==> config.mk <==
export PLATFORM = sky130hd
export DESIGN_NAME = mue_front
export DESIGN_NICKNAME = d
export VERILOG_FILES = /design/src/design/mue_pkg.sv /design/src/design/mue_front.sv
export SDC_FILE = /design/constraint.sdc
export NUM_CORES = 1
export LEC_CHECK = 0
export BUFFER_PORTS_ARGS = -buffer_cell sky130_fd_sc_hd__clkbuf_2
export CORE_UTILIZATION = 45
export DETAILED_ROUTE_END_ITERATION = 6
export PLACE_DENSITY = 0.82
export SYNTH_ARGS = -nofsm -noshare
export SYNTH_HDL_FRONTEND = slang
export SYNTH_SLANG_ARGS = --single-unit
==> constraint.sdc <==
create_clock -name i_clk -period 3.5 [get_ports i_clk]
set_input_delay 0.35 -clock i_clk [delete_from_list [all_inputs] [get_ports i_clk]]
set_output_delay 0.35 -clock i_clk [all_outputs]
set_load 0.05 [all_outputs]
==> src/design/mue_pkg.sv <==
// Shared types and constants of the mesh unused-entry counter.
`timescale 1ns / 1ps
`default_nettype none
package mue_pkg;

    localparam int IDX_W      = 12;
    localparam int MAT_IDX_W  = 8;
    localparam int VCNT_W     = 13;
    localparam int MCNT_W     = 9;
    localparam int CFG_IDX_W  = 2;
    localparam int CFG_DATA_W = 13;
    localparam int CORNERS    = 3;
    localparam int STEP_W     = 2;

    localparam logic [CFG_IDX_W-1:0] REG_VERTEX_COUNT   = 2'd0;
    localparam logic [CFG_IDX_W-1:0] REG_NORMAL_COUNT   = 2'd1;
    localparam logic [CFG_IDX_W-1:0] REG_MATERIAL_COUNT = 2'd2;

    localparam logic [STEP_W-1:0] STEP_LAST = STEP_W'(CORNERS - 1);

    // effective counts, already saturated to capacity
    typedef struct packed {
        logic [VCNT_W-1:0] vertex;
        logic [VCNT_W-1:0] normal;
        logic [MCNT_W-1:0] material;
    } t_limits;

    // one classified face request
    typedef struct packed {
        logic [CORNERS-1:0]            vtx_ok;
        logic [CORNERS-1:0][IDX_W-1:0] vtx_idx;
        logic [CORNERS-1:0]            nrm_ok;
        logic [CORNERS-1:0][IDX_W-1:0] nrm_idx;
        logic                          mat_ok;
        logic [MAT_IDX_W-1:0]          mat_idx;
        logic                          last;
        logic                          bad;
    } t_cmd;

endpackage
`default_nettype wire

==> src/design/mue_front.sv <==
// Front end: count registers, saturation and range classification of each request.
`timescale 1ns / 1ps
`default_nettype none
module mue_front import mue_pkg::*; #(
    parameter int unsigned MAX_VERTICES  = 4096,
    parameter int unsigned MAX_NORMALS   = 4096,
    parameter int unsigned MAX_MATERIALS = 256
) (
    input  wire logic                  i_clk,
    input  wire logic                  i_rst_n,
    input  wire logic                  i_cfg_we,
    input  wire logic [CFG_IDX_W-1:0]  i_cfg_idx,
    input  wire logic [CFG_DATA_W-1:0] i_cfg_data,
    input  wire logic                  i_push,
    input  wire logic                  i_has_face,
    input  wire logic [IDX_W-1:0]      i_vertex_a,
    input  wire logic [IDX_W-1:0]      i_vertex_b,
    input  wire logic [IDX_W-1:0]      i_vertex_c,
    input  wire logic [IDX_W-1:0]      i_normal_a,
    input  wire logic [IDX_W-1:0]      i_normal_b,
    input  wire logic [IDX_W-1:0]      i_normal_c,
    input  wire logic [MAT_IDX_W-1:0]  i_material_index,
    input  wire logic                  i_last_face,
    input  wire logic                  i_clear_busy,
    input  wire logic                  i_q_full,
    output logic                       o_full,
    output logic                       o_q_push,
    output t_cmd                       o_q_cmd,
    output t_limits                    o_limits
);

    logic [VCNT_W-1:0] r_vertex_count;
    logic [VCNT_W-1:0] r_normal_count;
    logic [MCNT_W-1:0] r_material_count;

    logic [CORNERS-1:0][IDX_W-1:0] w_vtx;
    logic [CORNERS-1:0][IDX_W-1:0] w_nrm;

    always_ff @(posedge i_clk) begin
        if (!i_rst_n) begin
            r_vertex_count   <= '0;
            r_normal_count   <= '0;
            r_material_count <= '0;
        end else if (i_cfg_we) begin
            case (i_cfg_idx)
                REG_VERTEX_COUNT:   r_vertex_count   <= i_cfg_data[VCNT_W-1:0];
                REG_NORMAL_COUNT:   r_normal_count   <= i_cfg_data[VCNT_W-1:0];
                REG_MATERIAL_COUNT: r_material_count <= i_cfg_data[MCNT_W-1:0];
                default: ;
            endcase
        end
    end

    // saturate to capacity
    assign o_limits.vertex   = (32'(r_vertex_count) < MAX_VERTICES) ?
                               r_vertex_count : VCNT_W'(MAX_VERTICES);
    assign o_limits.normal   = (32'(r_normal_count) < MAX_NORMALS) ?
                               r_normal_count : VCNT_W'(MAX_NORMALS);
    assign o_limits.material = (32'(r_material_count) < MAX_MATERIALS) ?
                               r_material_count : MCNT_W'(MAX_MATERIALS);

    assign w_vtx = {i_vertex_c, i_vertex_b, i_vertex_a};
    assign w_nrm = {i_normal_c, i_normal_b, i_normal_a};

    always_comb begin
        for (int k = 0; k < CORNERS; k++) begin
            o_q_cmd.vtx_ok[k]  = i_has_face && ({1'b0, w_vtx[k]} < o_limits.vertex);
            o_q_cmd.nrm_ok[k]  = i_has_face && ({1'b0, w_nrm[k]} < o_limits.normal);
            o_q_cmd.vtx_idx[k] = w_vtx[k];
            o_q_cmd.nrm_idx[k] = w_nrm[k];
        end
        o_q_cmd.mat_ok  = i_has_face && ({1'b0, i_material_index} < o_limits.material);
        o_q_cmd.mat_idx = i_material_index;
        o_q_cmd.last    = i_last_face;
        o_q_cmd.bad     = i_has_face &&
                          !((&o_q_cmd.vtx_ok) && (&o_q_cmd.nrm_ok) && o_q_cmd.mat_ok);
    end

    assign o_full   = i_q_full || i_clear_busy;
    assign o_q_push = i_push && !o_full;

endmodule
`default_nettype wire

==> results of run 1 <==
-- flip-flops by register name, indices dropped and copies added (netlist names) --
| signal | flops |
|---|---|
| r_normal_count | 13 |
| r_material_count | 9 |
| r_vertex_count | 13 |
-- stage by stage --
step	setup WS, ns	total power [W]	hold WS, ns
CTS	0.145	0.00135	0.330
detailed placement	0.463	0.00106	0.461
global placement	0.559	0.00104	0.456
global route	0.0751	0.00142	0.336
finish	0.286	0.00134	0.328
floorplan	0.0476	0.000935	0.444
-- worst min-delay path: cells and delay by family --
kind	cells	cell delay, ns
AO/OA/AOI/OAI	1	0.06
AND/OR/NAND/NOR	1	0.05
buffers and inverters	1	0.10
-- final cells by class --
type / instances / area, um^2 / share of cell area
multi-input combinational: 324 / 2440 / 0.528
inverter: 33 / 124 / 0.0268
clock buffer: 6 / 82.6 / 0.0178
tap: 105 / 131 / 0.0284
timing repair buffer: 227 / 1140 / 0.246
clock inverter: 1 / 5.00 / 0.00108
sequential: 35 / 702 / 0.152
-- power by group --
group	internal [W]	total [W]	switching, W
combinational	0.000189	0.000628	0.000439
clock	0.000154	0.000291	0.000137
sequential	0.000412	0.000423	0.0000114
-- layer usage --
metal / vias up / part of all wire / track usage
li1: 1897 / - / -
met1: 1742 / 0.42 / 0.263
met2: 130 / 0.52 / 0.424
met3: 11 / 0.051 / 0.0343
met4: 0 / 0.011 / 0.0480
met5: - / 0 / 0
-- worst paths after layout --
check / endpoint / from / cells after the start / slack (ns)
setup reg to reg: r_vertex_count[12] / r_vertex_count[12] / 2 / 2.46
setup / recovery: o_q_cmd[0] / r_vertex_count[12] / 9 / 0.29
hold reg to reg: r_normal_count[7] / r_normal_count[7] / 2 / 0.47
hold / removal: r_normal_count[12] / i_cfg_data[12] / 3 / 0.33
-- layout by cell type, fill, tap and decap left out, types with 6 or more instances in the layout --
| master | count |
|---|---|
| dfxtp_1 | 34 |
| mux2i_1 | 9 |
| nor2b_1 | 12 |
| a21boi_0 | 26 |
| clkbuf_2 | 226 |
| a21oi_1 | 24 |
| clkbuf_8 | 6 |
| inv_1 | 33 |
| nor2_1 | 7 |
| nand4_1 | 7 |
| o21ai_0 | 8 |
| a21o_1 | 11 |
| ha_1 | 73 |
| nand2_1 | 62 |
| nand3_1 | 6 |
| nand2b_1 | 29 |
-- logic make-up (layout without fill, tap and decap cells) --
kind of cell / after synthesis / count (layout)
adders and majority gates: 73 / 73
and+or+nand+nor: 150 / 150
muxes: 9 / 9
DFF: 35 / 35
buffers and inverters: 130 / 267
AOI/OAI and AO/OA: 92 / 92
==> results.py, run 1 <==
metrics = {
    "synthesis": {
        "synth.distinct_cells": 39,
        "synth_compound_area_frac": 0.159,
        "synthTopCellsByArea": "ha_1 23%, dfxtp_1 18%, buf_4 16%, nand2_1 5.9%, a21boi_0 5.0%",
        "syn_area_mm2": 0.00392,
        "synthMuxAreaShare": 0.0230,
        "synth_simple_gate_area_share": 0.201,
        "synthAdderAreaFrac": 0.233,
        "synth_top_area_cell": "ha_1",
        "synthXorXnorAreaFrac": 0,
        "yosysTopAreaCellShare": 0.233,
        "ys_seq_area_frac": 0.179,
        "syn_inst": 489,
        "synth-seq-cells": 35,
        "synth-edff-count": 0,
        "synth_ff_type": "dfxtp_1",
        "synth_top_family_by_area": "adder cells",
        "avgSynthCellArea_um2": 8.01,
        "synthTopCellsByCount": "84 x buf_4, 73 x ha_1, 62 x nand2_1",
        "yosysWarnings": 0,
        "synth.most_common_cell": "buf_4",
        "synthArstFlopShare": 0,
        "synth_nets": 665,
    },
    "timing": {
        "rsz0062_at_grt": "false",
        "finClkSkew_ns": 0,
        "period_share": 0.918,
        "fmax_mhz": 311,
        "finalSetupViolations": 0,
        "slew_viol_final": 0,
        "hold_viol": 0,
        "min_period_ns": 3.21,
        "tightest_slew_ns": 0.599,
        "setup_tns_ns": 0,
        "slew_headroom": 0.599,
    },
    "setup_path": {
        "path_buf_inv": 1,
        "critPathKind": "flip-flop to primary output",
        "worstPathCellList": "nand2b_1, ha_1, a211oi_1, o211ai_1, o221ai_1, nor2b_2, and4_1, a41oi_1, clkbuf_2",
        "max_stage_delay_ns": 0.65,
        "end_kind": "primary output",
        "required_ns": 3.15,
        "slowest_stage": "dfxtp_1",
        "critPathMaxFanout": 21,
        "worst_ep_arrival_time_ns": 2.86,
        "crit_path_start_kind": "flip-flop",
        "crit_family": "simple AND/OR/NAND/NOR gates",
    },
    "cells_and_area": {
        "fin_area_mm2": 0.00463,
        "area.growth.synth_to_final_pct": 18.1,
        "stdcell_count": 731,
        "drive_gt1_frac": 0.388,
        "nFillCells": 820,
        "fin_util": 0.558,
        "nets": 802,
        "diodes": 0,
    },
    "clocking": {
        "cts_hold_buffers": 0,
        "clkTransAtPathRegs_ns": 0.07,
        "cts_buffers": 5,
        "post-cts-setup-buffers": 0,
        "clock_sinks": 35,
        "cts.path.max_buffers": 2,
        "cts_resized": 0,
        "cts_tree": "built",
        "h-tree-depth": 2,
        "ctsRootBufferMaster": "clkbuf_8",
        "insertion_delay_ns": 0.28,
    },
    "placed_design": {
        "gp_congestion": 0.816,
        "portBuffers": 226,
        "placed_area_mm2": 0.00454,
        "dp.cells": 724,
        "hpwl_um": 9140,
    },
    "min_path": {
        "worstHoldPathType": "primary input to flip-flop",
    },
    "route": {
        "vias": 3780,
        "drt_wl_total_um": 10500,
        "drt_iter0_drc": 78,
        "ant_nets": 0,
        "detail_route.wl_per_cell_um": 14.3,
        "dr.pass1.iters": 4,
        "drt-vias-per-instance": 5.17,
        "remaining_drc_errors": 0,
    },
    "floorplan": {
        "coreArea_mm2": 0.00830,
        "boundaryPins": 229,
        "num_rows": 33,
        "die_w_um": 95.3,
        "start_util": 0.472,
        "die_h_um": 95.3,
        "dieArea_mm2": 0.00908,
    },
    "global_route": {
        "grt_pass1_wl_um": 15900,
        "grt_max_degree": 36,
        "gr-total-overflow": 0,
        "antenna_found_initial": 0,
        "grt_use_total": 0.224,
        "grt_pass1_vias": 3484,
    },
    "power_and_ir_drop": {
        "leakage_nw": 2.58,
        "p_per_area_mw_per_mm2": 290,
        "ir_drop_uv": 182,
    },
    "job": {
        "cap_violations": 0,
    },
    "run_status": {
        "run_status": "finished, final reports clean",
    },
}
Power figures use the tool's default switching activity.
==> run 2, diff against run 1 <==
--- a/config.mk
+++ b/config.mk
@@ -6,6 +6,7 @@
 export NUM_CORES = 1
 export LEC_CHECK = 0
 export BUFFER_PORTS_ARGS = -buffer_cell sky130_fd_sc_hd__clkbuf_2
+export CORE_ASPECT_RATIO = 0.8
 export CORE_UTILIZATION = 45
 export DETAILED_ROUTE_END_ITERATION = 6
 export PLACE_DENSITY = 0.82
==> constraint.sdc (replaced) <==
create_clock -name i_clk -period 3.09 [get_ports i_clk]
set_input_delay 0.309 -clock i_clk [delete_from_list [all_inputs] [get_ports i_clk]]
set_output_delay 0.309 -clock i_clk [all_outputs]
set_load 0.05 [all_outputs]
==> run 2 against run 1 <==
- sequential power rose by 13%
- power up 21%
- combinational power rose by 14%
- cell count is 1.5% higher
- clock skew stayed put
- register-to-register slack lost 0.15 ns
- critical path type unchanged
- highest routed layer unchanged
==> results.py, run 2 (synthesis results as in run 1) <==
metrics = {
    "min_path": {
        "worstHoldPathType": "primary input to flip-flop",
    },
    "cells_and_area": {
        "largest_registers": "r_normal_count (13), r_vertex_count (13), r_material_count (9)",
        "mostFrequentLayoutCells": "225 x clkbuf_2, 73 x ha_1, 62 x nand2_1, 33 x inv_1, 32 x dfxtp_1",
        "multiInputGateArea_mm2": 0.00248,
        "fin_util": 0.561,
        "mostFrequentLayoutCell": "clkbuf_2",
        "nFillCells": 820,
        "area.growth.synth_to_final_pct": 20.9,
        "fin_area_mm2": 0.00473,
        "area.sequential_um2": 707,
        "nets": 805,
        "diodes": 0,
        "drive_gt1_frac": 0.398,
    },
    "power_and_ir_drop": {
        "power.total_w": 0.00162,
        "ir_drop_uv": 249,
        "leakage_nw": 2.61,
        "p_per_area_mw_per_mm2": 342,
    },
    "timing": {
        "rsz0062_at_grt": "false",
        "finalSetupViolations": 0,
        "period_share": 0.948,
        "min_period_ns": 2.93,
        "hold_viol": 0,
        "slew_viol_final": 0,
        "tightest_slew_ns": 0.603,
        "setup_tns_ns": 0,
        "fmax_mhz": 341,
        "slew_headroom": 0.597,
        "whs_ns": 0.272,
        "finClkSkew_ns": 0,
    },
    "route": {
        "drt_wl_total_um": 10400,
        "dr.pass1.iters": 4,
        "drt-vias-per-instance": 5.07,
        "remaining_drc_errors": 0,
        "drt_iter0_drc": 137,
        "ant_nets": 0,
        "vias": 3760,
        "detail_route.wl_per_cell_um": 14.0,
    },
    "floorplan": {
        "boundaryPins": 229,
        "die_h_um": 85.4,
        "dieArea_mm2": 0.00908,
        "num_rows": 30,
        "die_w_um": 106,
        "coreArea_mm2": 0.00845,
        "start_util": 0.464,
    },
    "placed_design": {
        "portBuffers": 226,
        "hpwl_um": 9090,
        "placed_area_mm2": 0.00460,
        "gp_congestion": 0.799,
    },
    "global_route": {
        "grt_pass1_vias": 3553,
        "grt_pass1_wl_um": 16700,
        "antenna_found_initial": 0,
        "grt_max_degree": 36,
        "gr-total-overflow": 0,
        "grt_use_total": 0.231,
    },
    "clocking": {
        "clock_sinks": 35,
        "cts_tree": "built",
        "cts_hold_buffers": 0,
        "h-tree-depth": 2,
        "clkTransAtPathRegs_ns": 0.07,
        "post-cts-setup-buffers": 0,
        "insertion_delay_ns": 0.29,
        "cts.path.max_buffers": 2,
        "cts_buffers": 5,
        "ctsRootBufferMaster": "clkbuf_8",
    },
    "job": {
        "cap_violations": 0,
    },
    "setup_path": {
        "rrSetupSlack_ns": 2.31,
        "critPathKind": "flip-flop to primary output",
        "required_ns": 2.78,
        "worstPathCellList": "nand2b_1, ha_1, and3_1, a221o_1, a21oi_1, o31a_2, and4_1, a41oi_4, buf_4",
        "worst_ep_arrival_time_ns": 2.62,
        "max_stage_delay_ns": 0.40,
        "end_kind": "primary output",
        "slowest_stage": "dfxtp_4",
        "crit_path_start_kind": "flip-flop",
        "critPathMaxFanout": 19,
    },
    "run_status": {
        "run_status": "finished, final reports clean",
    },
}
-- run 2: cell count changes in the layout (fill, tap and decap cells not counted), moves of 2 or more --
| cell | change |
|---|---|
| dfxtp_1 | -2 |
| nor3_4 | +2 |
| buf_4 | +4 |
| nor3_2 | -2 |
-- run 2: timing repair --
item,in CTS,in global routing
pin swaps,0,2
gates resized for setup,1,7
setup endpoints to repair,1,1
cloned,0,0
-- run 2: final timing paths --
path / depth (start not counted) / endpoint / startpoint
worst max-delay path: 9 / o_q_cmd[0] / r_normal_count[12]
worst min-delay path: 3 / r_vertex_count[12] / i_cfg_data[12]
worst min register to register: 2 / r_normal_count[5] / r_normal_count[5]
worst max register to register: 2 / r_vertex_count[12] / r_vertex_count[12]
-- run 2: area by class of cell --
class                      count  area share
timing repair buffer         230       0.246
tap                          112      0.0296
multi-input combinational    324       0.524
clock buffer                   6      0.0174
clock inverter                 2     0.00740
inverter                      33      0.0262
sequential                    35       0.149
-- run 2: stage by stage --
step                setup WS (ns)  std cells
finish                      0.161        742
global route               0.0156        742
CTS                        0.0209        742
detailed placement          0.230        734
global placement            0.332        734
floorplan                  0.0510        489
-- run 2: layer usage --
metal	track usage	wire [um]	vias up
met5	0	0	-
met4	0.0442	91	0
met3	0.0361	515	15
met2	0.410	5130	121
met1	0.295	4670	1725
li1	-	-	1899
-- run 2: worst max-delay path, delay by kind of cell, from the launching register on --
kind,cells,cell delay [ns]
AOI/OAI and AO/OA,4,0.78
buffers and inverters,1,0.21
adders and majority gates,1,0.31
DFF,1,0.40
and+or+nand+nor,3,0.64
-- run 2: report_power, final --
group,switching [W],total (W),internal (W),leakage [nW]
Combinational,0.000500,0.000717,0.000217,2.26
Clock,0.000164,0.000425,0.000261,0.0612
Sequential,0.0000124,0.000478,0.000466,0.286
